$ cat src/design/wts_pkg.sv
// shared constants, character classes and controller/datapath interface types
`default_nettype none

package wts_pkg;

	localparam int WORD_BUF_LEN = 32;
	localparam int IDX_W        = $clog2(WORD_BUF_LEN);
	localparam int LEN_W        = 6;
	localparam int CNT_W        = 32;

	localparam logic [7:0] CHAR_NL = 8'h0a;

	// datapath commands from the controller
	typedef struct packed {
		logic accept;
		logic load_char;
		logic load_mark;
		logic last_flag;
	} cmd_t;

	// datapath status toward the controller
	typedef struct packed {
		logic emit_req;
		logic mark_req;
		logic char_last;
	} sts_t;

	function automatic logic is_space(input logic [7:0] c);
		return (c == 8'h20) || (c >= 8'h09 && c <= 8'h0d);
	endfunction

	function automatic logic is_alnum(input logic [7:0] c);
		return (c >= 8'h30 && c <= 8'h39) || (c >= 8'h41 && c <= 8'h5a) ||
			(c >= 8'h61 && c <= 8'h7a);
	endfunction

endpackage

`default_nettype wire

$ cat src/design/word_tokenizer_stream_unit.sv
// word tokenizer top level: controller and datapath
//
//  channel  direction  handshake            payload
//  in       input      in_valid / in_stall  character, end_of_input
//  out      output     out_valid/out_stall  word_char, word_length, word_line,
//                                           word_index, last, input_done
//  cfg      input      cfg_valid/cfg_ready  cfg_data (max_word_length)
//
// an item that finishes no word, and is not the end of input, is taken back to back
// an item that finishes a word stalls the input while its characters are sent, then
// the end-of-input marker if it has one; the single output register sets this pace
// out_stall holds the output register and, through it, the emission sequence
// arst_n resets scan state, counters and max length (32); the word buffer is not cleared
`default_nettype none

module word_tokenizer_stream_unit (
	input  logic                       clk,
	input  logic                       arst_n,
	input  logic                       in_valid,
	output logic                       in_stall,
	input  logic [7:0]                 character,
	input  logic                       end_of_input,
	output logic                       out_valid,
	input  logic                       out_stall,
	output logic [7:0]                 word_char,
	output logic [wts_pkg::LEN_W-1:0]  word_length,
	output logic [wts_pkg::CNT_W-1:0]  word_line,
	output logic [wts_pkg::CNT_W-1:0]  word_index,
	output logic                       last,
	output logic                       input_done,
	input  logic                       cfg_valid,
	output logic                       cfg_ready,
	input  logic [wts_pkg::LEN_W-1:0]  cfg_data
);
	import wts_pkg::*;

	cmd_t cmd;
	sts_t sts;

	assign cfg_ready = 1'b1;

	wts_ctrl u_ctrl (
		.clk       (clk),
		.arst_n    (arst_n),
		.in_valid  (in_valid),
		.in_stall  (in_stall),
		.out_valid (out_valid),
		.out_stall (out_stall),
		.sts       (sts),
		.cmd       (cmd)
	);

	wts_dpath u_dpath (
		.clk          (clk),
		.arst_n       (arst_n),
		.character    (character),
		.end_of_input (end_of_input),
		.cfg_we       (cfg_valid && cfg_ready),
		.cfg_data     (cfg_data),
		.cmd          (cmd),
		.sts          (sts),
		.word_char    (word_char),
		.word_length  (word_length),
		.word_line    (word_line),
		.word_index   (word_index),
		.last         (last),
		.input_done   (input_done)
	);

endmodule

`default_nettype wire

$ cat src/design/wts_dpath.sv
// tokenizer datapath: scan state, word buffer, counters and output register
`default_nettype none

module wts_dpath (
	input  logic                        clk,
	input  logic                        arst_n,
	input  logic [7:0]                  character,
	input  logic                        end_of_input,
	input  logic                        cfg_we,
	input  logic [wts_pkg::LEN_W-1:0]   cfg_data,
	input  wts_pkg::cmd_t               cmd,
	output wts_pkg::sts_t               sts,
	output logic [7:0]                  word_char,
	output logic [wts_pkg::LEN_W-1:0]   word_length,
	output logic [wts_pkg::CNT_W-1:0]   word_line,
	output logic [wts_pkg::CNT_W-1:0]   word_index,
	output logic                        last,
	output logic                        input_done
);
	import wts_pkg::*;

	typedef enum logic [1:0] {
		MODE_ELIGIBLE = 2'd0,
		MODE_BLOCKED  = 2'd1,
		MODE_IN_WORD  = 2'd2,
		MODE_FINISHED = 2'd3
	} mode_t;

	localparam logic [LEN_W-1:0] MAX_LEN = LEN_W'(WORD_BUF_LEN);

	mode_t              mode_q, mode_n;
	logic [LEN_W-1:0]   len_q, len_n, len_inc;
	logic [CNT_W-1:0]   line_q, line_n, line_inc;
	logic [CNT_W-1:0]   start_line_q, start_n;
	logic [CNT_W-1:0]   words_q;
	logic [LEN_W-1:0]   max_len_q;
	logic [IDX_W-1:0]   rd_idx_q;
	logic [7:0]         store_q [WORD_BUF_LEN];
	logic               wr_en;
	logic [IDX_W-1:0]   wr_idx;
	logic               emit, mark;
	logic               sp, an;

	assign sp       = is_space(character);
	assign an       = is_alnum(character);
	assign len_inc  = len_q + LEN_W'(1);
	assign line_inc = (character == CHAR_NL && line_q != '1) ? line_q + CNT_W'(1) : line_q;

	always_comb begin
		mode_n  = mode_q;
		len_n   = len_q;
		line_n  = line_q;
		start_n = start_line_q;
		wr_en   = 1'b0;
		wr_idx  = '0;
		emit    = 1'b0;
		mark    = 1'b0;
		priority if (mode_q == MODE_FINISHED) begin
			mode_n = mode_q;
		end else if (end_of_input) begin
			emit   = (mode_q == MODE_IN_WORD);
			mark   = 1'b1;
			mode_n = MODE_FINISHED;
		end else if (mode_q == MODE_IN_WORD) begin
			if (sp) begin
				line_n = line_inc;
				emit   = 1'b1;
				mode_n = MODE_ELIGIBLE;
			end else begin
				if (len_q < MAX_LEN) begin
					wr_en  = 1'b1;
					wr_idx = len_q[IDX_W-1:0];
					len_n  = len_inc;
				end
				if (len_n >= max_len_q || len_n >= MAX_LEN) begin
					emit   = 1'b1;
					mode_n = MODE_ELIGIBLE;
				end
			end
		end else if (sp) begin
			line_n = line_inc;
			mode_n = MODE_ELIGIBLE;
		end else if (!an) begin
			mode_n = MODE_BLOCKED;
		end else if (mode_q == MODE_ELIGIBLE) begin
			wr_en   = 1'b1;
			wr_idx  = '0;
			len_n   = LEN_W'(1);
			start_n = line_q;
			if (max_len_q <= LEN_W'(1)) begin
				emit   = 1'b1;
				mode_n = MODE_ELIGIBLE;
			end else begin
				mode_n = MODE_IN_WORD;
			end
		end else begin
			mode_n = mode_q;
		end
	end

	assign sts.emit_req  = emit;
	assign sts.mark_req  = mark;
	assign sts.char_last = (LEN_W'(rd_idx_q) + LEN_W'(1) == len_q);

	always_ff @(posedge clk or negedge arst_n) begin
		if (!arst_n) begin
			mode_q       <= MODE_ELIGIBLE;
			len_q        <= '0;
			line_q       <= CNT_W'(1);
			start_line_q <= CNT_W'(1);
			words_q      <= '0;
			rd_idx_q     <= '0;
		end else if (cmd.accept) begin
			mode_q       <= mode_n;
			len_q        <= len_n;
			line_q       <= line_n;
			start_line_q <= start_n;
		end else if (cmd.load_char) begin
			if (sts.char_last) begin
				// word fully sent out
				rd_idx_q <= '0;
				len_q    <= '0;
				if (words_q != '1) begin
					words_q <= words_q + CNT_W'(1);
				end
			end else begin
				rd_idx_q <= rd_idx_q + IDX_W'(1);
			end
		end
	end

	always_ff @(posedge clk or negedge arst_n) begin
		if (!arst_n) begin
			max_len_q <= MAX_LEN;
		end else if (cfg_we) begin
			if (cfg_data == '0) begin
				max_len_q <= LEN_W'(1);
			end else if (cfg_data > MAX_LEN) begin
				max_len_q <= MAX_LEN;
			end else begin
				max_len_q <= cfg_data;
			end
		end
	end

	always_ff @(posedge clk) begin
		if (cmd.accept && wr_en) begin
			store_q[wr_idx] <= character;
		end
	end

	always_ff @(posedge clk) begin
		if (cmd.load_char) begin
			word_char   <= store_q[rd_idx_q];
			word_length <= len_q;
			word_line   <= start_line_q;
			word_index  <= words_q;
			last        <= cmd.last_flag;
			input_done  <= 1'b0;
		end else if (cmd.load_mark) begin
			word_char   <= '0;
			word_length <= '0;
			word_line   <= line_q;
			word_index  <= words_q;
			last        <= 1'b1;
			input_done  <= 1'b1;
		end
	end

	a_char_in_range: assert property (@(posedge clk) disable iff (!arst_n)
		cmd.load_char |-> (LEN_W'(rd_idx_q) < len_q))
		else $error("word character read beyond stored length");

	a_mark_after_end: assert property (@(posedge clk) disable iff (!arst_n)
		cmd.load_mark |-> (mode_q == MODE_FINISHED))
		else $error("end marker sent while scan not finished");

endmodule

`default_nettype wire

$ cat src/design/wts_ctrl.sv
// tokenizer controller: input acceptance, word emission sequence, output valid
`default_nettype none

module wts_ctrl (
	input  logic           clk,
	input  logic           arst_n,
	input  logic           in_valid,
	output logic           in_stall,
	output logic           out_valid,
	input  logic           out_stall,
	input  wts_pkg::sts_t  sts,
	output wts_pkg::cmd_t  cmd
);
	import wts_pkg::*;

	typedef enum logic [2:0] {
		S_IDLE = 3'b001,
		S_EMIT = 3'b010,
		S_MARK = 3'b100
	} state_t;

	state_t state_q, state_n;
	logic   mark_pend_q, mark_n;
	logic   out_valid_q;
	logic   slot_free;

	assign slot_free = !out_valid_q || !out_stall;
	assign in_stall  = (state_q != S_IDLE);
	assign out_valid = out_valid_q;

	always_comb begin
		cmd     = '0;
		state_n = state_q;
		mark_n  = mark_pend_q;
		unique case (state_q)
			S_IDLE: begin
				if (in_valid) begin
					cmd.accept = 1'b1;
					if (sts.emit_req) begin
						state_n = S_EMIT;
						mark_n  = sts.mark_req;
					end else if (sts.mark_req) begin
						state_n = S_MARK;
					end
				end
			end
			S_EMIT: begin
				if (slot_free) begin
					cmd.load_char = 1'b1;
					// only the final character closes the item, unless the marker follows
					cmd.last_flag = !mark_pend_q && sts.char_last;
					if (sts.char_last) begin
						state_n = mark_pend_q ? S_MARK : S_IDLE;
					end
				end
			end
			S_MARK: begin
				if (slot_free) begin
					cmd.load_mark = 1'b1;
					mark_n        = 1'b0;
					state_n       = S_IDLE;
				end
			end
			default: begin
				state_n = S_IDLE;
			end
		endcase
	end

	always_ff @(posedge clk or negedge arst_n) begin
		if (!arst_n) begin
			state_q     <= S_IDLE;
			mark_pend_q <= 1'b0;
			out_valid_q <= 1'b0;
		end else begin
			state_q     <= state_n;
			mark_pend_q <= mark_n;
			if (cmd.load_char || cmd.load_mark) begin
				out_valid_q <= 1'b1;
			end else if (!out_stall) begin
				out_valid_q <= 1'b0;
			end
		end
	end

	a_idle_no_mark: assert property (@(posedge clk) disable iff (!arst_n)
		(state_q == S_IDLE) |-> !mark_pend_q)
		else $error("pending end marker left behind in idle");

	a_emit_follows: assert property (@(posedge clk) disable iff (!arst_n)
		(cmd.accept && sts.emit_req) |=> (state_q == S_EMIT))
		else $error("finished word not sent out");

	a_one_cmd: assert property (@(posedge clk) disable iff (!arst_n)
		$onehot0({cmd.accept, cmd.load_char, cmd.load_mark}))
		else $error("conflicting datapath commands");

endmodule

`default_nettype wire
$ cat config.mk
export PLATFORM = sky130hd
export DESIGN_NAME = word_tokenizer_stream_unit
export DESIGN_NICKNAME = d
export VERILOG_FILES = /design/src/design/wts_pkg.sv /design/src/design/word_tokenizer_stream_unit.sv /design/src/design/wts_dpath.sv /design/src/design/wts_ctrl.sv
export SDC_FILE = /design/constraint.sdc
export NUM_CORES = 1
export LEC_CHECK = 0
export BUFFER_PORTS_ARGS = -buffer_cell sky130_fd_sc_hd__buf_2
export CAP_MARGIN = 10
export CORE_UTILIZATION = 66
export DETAILED_ROUTE_END_ITERATION = 8
export PLACE_DENSITY = 0.9
export SLEW_MARGIN = 15
export SYNTH_ARGS = -nofsm -noshare
export SYNTH_HDL_FRONTEND = slang
export SYNTH_SLANG_ARGS = --single-unit
$ cat constraint.sdc
create_clock -name clk -period 11.2 [get_ports clk]
set_input_delay 1.12 -clock clk [delete_from_list [all_inputs] [get_ports clk]]
set_output_delay 1.12 -clock clk [all_outputs]
set_load 0.005 [all_outputs]
## After elaboration in Yosys (flattened, before gate mapping)

Memory sizes are Yosys's and may differ from the RTL's.
Cells that the tools add are included.

- Bits in read-only memories: 0
- Logic and storage cells: 178
- Memories: 1
- Input bits: 20
- Latch bits: 0
- Output and inout port bits: 83
- Flip-flop bits (word level): 200
- Memory bits (writable): 256

Memories:

| memory | depth | width | read ports | clocked after memory_dff | wr ports | line | source |
|---|---|---|---|---|---|---|---|
| u_dpath.store_q | 32 | 8 | 1 | 0 | 1 | wts_dpath.sv:38 | `logic [7:0] store_q [WORD_BUF_LEN];` |

- Reduce and logical (&&, ||, !) cells: 30
- Divide/modulo/power cells: 0
- Multiplexer cells: 83
- Multipliers: 0
- Shift-type cells: 0
- Magnitude comparators: 13
- Add/sub/neg operators: 5
- Bitwise operators: 5
- Equality and inequality tests: 25

Operators with widths:

| operator | number |
|---|---|
| $mux W32 | 4 |
| $mux W6 | 19 |
| $add A32 B1 Y32 const B | 2 |
| $ne A32 B32 Y1 const B | 2 |
| $mux W1 | 35 |
| $mux W5 | 6 |
| $mux W3 | 7 |
| $ge A8 B7 Y1 const B | 2 |
| $le A8 B7 Y1 const B | 2 |
| $mux W2 | 8 |
| $mux W8 | 2 |
| $reduce_and A7 Y1 | 2 |
| $reduce_and A4 Y1 | 3 |
| $ne A2 B1 Y1 const B | 5 |
| $reduce_and A5 Y1 | 2 |
| $pmux W3 S3 | 1 |
| $eq A8 B4 Y1 const B | 1 |
| $eq A8 B6 Y1 const B | 1 |
| $ge A8 B4 Y1 const B | 1 |
| $ge A8 B6 Y1 const B | 1 |
| $le A8 B4 Y1 const B | 1 |
| $le A8 B6 Y1 const B | 1 |
| $ne A2 B2 Y1 const B | 4 |
| $reduce_bool A2 Y1 | 4 |
| 25 further kinds | 45 |

## Longest topological paths before layout

- Word-level depth: 17
- Mapped depth: 11

## Cells and area by module

A second synthesis with hierarchy kept.

- Cells, all modules: 1241
- Area total of the unflattened synthesis: 19122.1 um^2

By module, submodules not included:

| module | cells each | seq. area each (um^2) | times used | area each (um^2) |
|---|---|---|---|---|
| wts_dpath | 1210 | 12961.2 | 1 | 18829.3 |
| wts_ctrl | 29 | 126.4 | 1 | 281.5 |
| word_tokenizer_stream_unit | 2 | 0.0 | 1 | 11.3 |

## Worst setup path before layout

OpenSTA, ideal clock, no wires.

- Path kind: input-to-reg
- From: in out_stall
- To: reg u_dpath.last, enable pin
- Cell stages on the path: 2
- Arrival: 6700 ps
- Setup slack: 3887 ps
- Cell sequence: and2_1 nor3_1

- Cells in the longest elaborated chain, start to end: 5
- Elaborated cells on any way between the ends: 6

RTL lines:

| what | line | source |
|---|---|---|
| from (decl) | word_tokenizer_stream_unit.sv:24 | `input logic out_stall,` |
| $logic_not A1 Y1 (*) | wts_ctrl.sv:27 | `assign slot_free = !out_valid_q \|\| !out_stall;` |
| $logic_or A1 B1 Y1 (*) | wts_ctrl.sv:27 |  |
| $mux W1 (*) | wts_ctrl.sv:48, wts_ctrl.sv:58 |  |
| $mux W1 | wts_ctrl.sv:35 | `unique case (state_q)` |
| $reduce_bool A2 Y1 (no source line) (*) | -- |  |
| to (signal assigned) | wts_dpath.sv:158 | `last <= cmd.last_flag;` |
| to (decl) | wts_dpath.sv:17 | `output logic last,` |

Every way passes the cells marked *; elsewhere a longest branch is shown, timed or not.
A chain may end at the register's enable or synchronous reset.

## Worst setup path after layout

- From: in character[2]
- To: mem u_dpath.store_q[12][5], enable pin

- Cells in the longest elaborated chain, start to end: 12
- Elaborated cells on any way between the ends: 29

RTL lines:

| what | line | source |
|---|---|---|
| from (decl) | word_tokenizer_stream_unit.sv:21 | `input logic [7:0] character,` |
| $ge A8 B6 Y1, or another cell as far along | wts_pkg.sv:33 | `return (c >= 8'h30 && c <= 8'h39) \|\| (c >= 8'h41 && c <= 8'h5a) \|\|` |
| $logic_and A1 B1 Y1 | wts_pkg.sv:33 |  |
| $logic_or A1 B1 Y1 (2 in a row) | wts_pkg.sv:33 |  |
| $mux W1 | wts_dpath.sv:83 | `end else if (!an) begin` |
| $mux W1 | wts_dpath.sv:80 | `end else if (sp) begin` |
| $mux W1 | wts_dpath.sv:64 | `end else if (mode_q == MODE_IN_WORD) begin` |
| $mux W1 | wts_dpath.sv:60 | `end else if (end_of_input) begin` |
| $mux W1 | wts_dpath.sv:58 | `priority if (mode_q == MODE_FINISHED) begin` |
| $logic_and A1 B1 Y1 | wts_dpath.sv:147 | `if (cmd.accept && wr_en) begin` |
| $mux W1 | wts_dpath.sv:147 |  |
| $mux W1 (not written as such) | wts_dpath.sv:148 | `store_q[wr_idx] <= character;` |
| to (decl) | wts_dpath.sv:38 |  |

Several ways; a longest one is shown, not always the timed one.

==> reports/qor.yml <==
pwr:
  peakVddDrop_mv: 0.125
  power.internal_mw: 2.72
  switching_share_pct: 19.9
  power_density_nw_per_um2: 158
  p_clk_share_pct: 45.1
  seqPwrFrac_pct: 53.4
  p_sw_mw: 0.675
  p_comb_share_pct: 1.4
  p_leak_nw: 8.12
critical_path:
  worstPathArrival_ps: 4760
  cp_max_fo: 37
  crit_type: "in -> reg"
  crit_required_ps: 11380
  end_kind: "flop"
  startpoint_type: "input pin"
sta:
  tightest_slew_ps: 1180
  setup_viol: 0
  fin_crit_ps: 4580
  hold_viol_final: 0
  fin_skew_ps: 30.4
  timing.hold.ws_ps: 471
  rsz0062_at_grt: "false"
  clock.fmax_ghz: 0.218
  max_slew_margin_pct: 20.8
  fin_setup_tns_ps: 0
  fin_crit_sh_pct: 40.9
  slew_viol_final: 0
clock_network:
  clk_pin_slew_ps: 60
  cts_made_buffers: 45
  holdBufCountCts: 0
  clock_latency_ps: 570
  postCtsResizedCells: 0
  cts_root_buffer: "clkbuf_16"
  cts_max_level: 2
  cts_buffer_depth: 3
  cts_tree: "built"
  cts.sinks: 456
  cts_setup_buffers: 0
job:
  maxCapViolations: 0
global_routing:
  grt_usage_pct: 31.8
  gr-total-overflow: 0
  grt_pass1_wl_um: 68200
  grt_pass1_vias: 11400
  grt_antenna_before_repair: 2
  grt_max_degree: 80
die:
  coreArea_um2: 28200
  die_h_um: 172
  die_x_um: 172
  initial_core_util_pct: 67.8
  pin_count: 103
  rows: 61
  dieArea_um2: 29600
layout:
  layout_common_cells: "335 x edfxtp_1, 127 x nand2_1, 114 x dfrtp_1"
  drive_gt1_share_pct: 25.6
  final_nets: 1332
  area_growth_pct: 12.2
  final_common_cell: "edfxtp_1"
logic_synthesis:
  yosys_most_used_dff: "edfxtp_1"
  synth_async_sr_flop_share_pct: 26.3
  synth_seq_cells: 456
  syn_area_um2: 19100
  synth_cells: 1206
  ys_warn_count: 0
  synth_edf_count: 335
  synth_area_per_cell_um2: 15.8
  ys_seq_area_share_pct: 68.5
  synth_cell_types: 77
  synth_nets: 1237
placed_design:
  numPortBuffers: 101
  place.gp.congestion: 0.878
  dp_hpwl_um: 26700
route:
  vias_per_cell: 6.76
  routedWlPerCell_um: 26.1
  vias: 11600
  routed_wirelength_um: 44900
  drc: 0
  ant_nets: 0
  initialDrtViolationCount: 1774
  drt-pass1-iter-count: 8
hold_path:
  hp-class: "reg -> reg"
run_status:
  outcome: "finished, final reports clean"
[final cells by class]
type | instances | area, um2
Antenna cell | 1 | 2.50
Clock buffer | 56 | 1230
Clock inverter | 28 | 284
Fill cell | 1461 | 6720
Inverter | 18 | 67.6
Multi-Input combinational cell | 671 | 5730
Sequential cell | 456 | 13100
Tap cell | 378 | 473
Timing Repair Buffer | 109 | 568
[synthesized netlist by cell type, drive strengths merged (2+ instances only)]
cell     number  area share (%)
nand4b        4            0.18
nor3b         5            0.22
nor4         16            0.82
a31oi         3            0.18
dfstp         4            0.55
o21ai        30            0.81
a21oi        10            0.26
ha           11            0.72
a21o          4            0.16
edfxtp      335              53
buf          26            0.72
a2111oi       3            0.24
clkbuf       35            0.69
a32oi         2           0.092
and3         21            0.69
a211o         2           0.092
or3           8            0.31
nor3         39             1.1
nor2         57             1.1
nand3b        6            0.24
dfrtp       116              15
nor2b         6            0.20
nand4        19            0.62
and4          9            0.41
or4           2           0.098
inv          18            0.35
nor4b         5            0.26
or2           4            0.13
mux4         80             9.4
a22o          6            0.28
a211oi        3            0.14
o31ai         2           0.079
xnor2        27             1.2
nand2b        4            0.14
xor2         44             2.0
mux2         37             2.2
nand2       127             2.5
and2          9            0.29
nand3        39             1.0
mux2i         9            0.47
[state kept, by name, summed over array words and instances, names as in the netlist, 8 cells and up]
name	flops
u_dpath.line_q	32
u_dpath.word_index	32
u_dpath.word_line	32
u_dpath.words_q	32
u_dpath.word_char	8
u_dpath.store_q	256
u_dpath.start_line_q	32
[through the flow]
stage	instance area (um2)	power, mW	utilization, %	instances	setup WS [ps]
final	21400	3.40	76.1	1717	6620
after floorplan	19100	1.86	-	1206	3890
after CTS	21400	3.40	76.0	1716	6730
after detailed placement	19900	1.90	70.6	1632	6310
after global routing	21400	3.46	76.1	1717	6550
after global placement	19900	1.89	70.6	1632	6700
[critical path: stages]
cell and delay (ps):
buf_2 620, or3_4 270, o221ai_1 240, a2111oi_1 830, o21ai_2 480, a21o_1 460
nor2_1 710
[logic make-up (layout without fill, tap and decap cells)]
| family | Yosys count | in the layout | share of synthesized area (%) |
|---|---|---|---|
| AOI/OAI and AO/OA | 76 | 76 | 2.91 |
| xor gates and xnor gates | 71 | 71 | 3.25 |
| adders and majority gates | 11 | 11 | 0.720 |
| buffers and inverters | 79 | 211 | 1.77 |
| DFF | 456 | 456 | 68.5 |
| muxes | 126 | 126 | 12.1 |
| other | 1 | 2 | 0.0196 |
| and+or+nand+nor | 386 | 386 | 10.8 |
[final timing paths]
check / from / endpoint / slack, ps / cells past startpoint
max: character[2] / u_dpath.store_q[12][5] / 6620 / 7
min: u_dpath.words_q[30] / u_dpath.word_index[30] / 470 / 0
max reg2reg: u_dpath.mode_q[0] / u_dpath.store_q[12][5] / 7160 / 6
min reg2reg: u_dpath.words_q[30] / u_dpath.word_index[30] / 470 / 0
max in group asynchronous: arst_n / u_dpath.rd_idx_q[0] / 9190 / 2
min in group asynchronous: arst_n / u_dpath.start_line_q[17] / 620 / 1
[routing by layer]
| layer | vias up | track usage [%] | share of wire (%) |
|---|---|---|---|
| li1 | 4803 | - | - |
| met3 | 181 | 6.13 | 9.4 |
| met1 | 5808 | 42.1 | 36 |
| met5 | - | 0 | 0.025 |
| met2 | 808 | 52.2 | 50 |
| met4 | 2 | 13.2 | 4.4 |
[power by group through the flow]
stage	Combinational (mW)	Sequential, mW	Clock (mW)
2_1_floorplan	0.0129	1.85	0
3_3_place_gp	0.0436	1.85	0
3_5_place_dp	0.0459	1.85	0
4_1_cts	0.0471	1.81	1.54
5_1_grt	0.0522	1.81	1.60
6_report	0.0481	1.81	1.53
(Power assumes the default switching activity.)
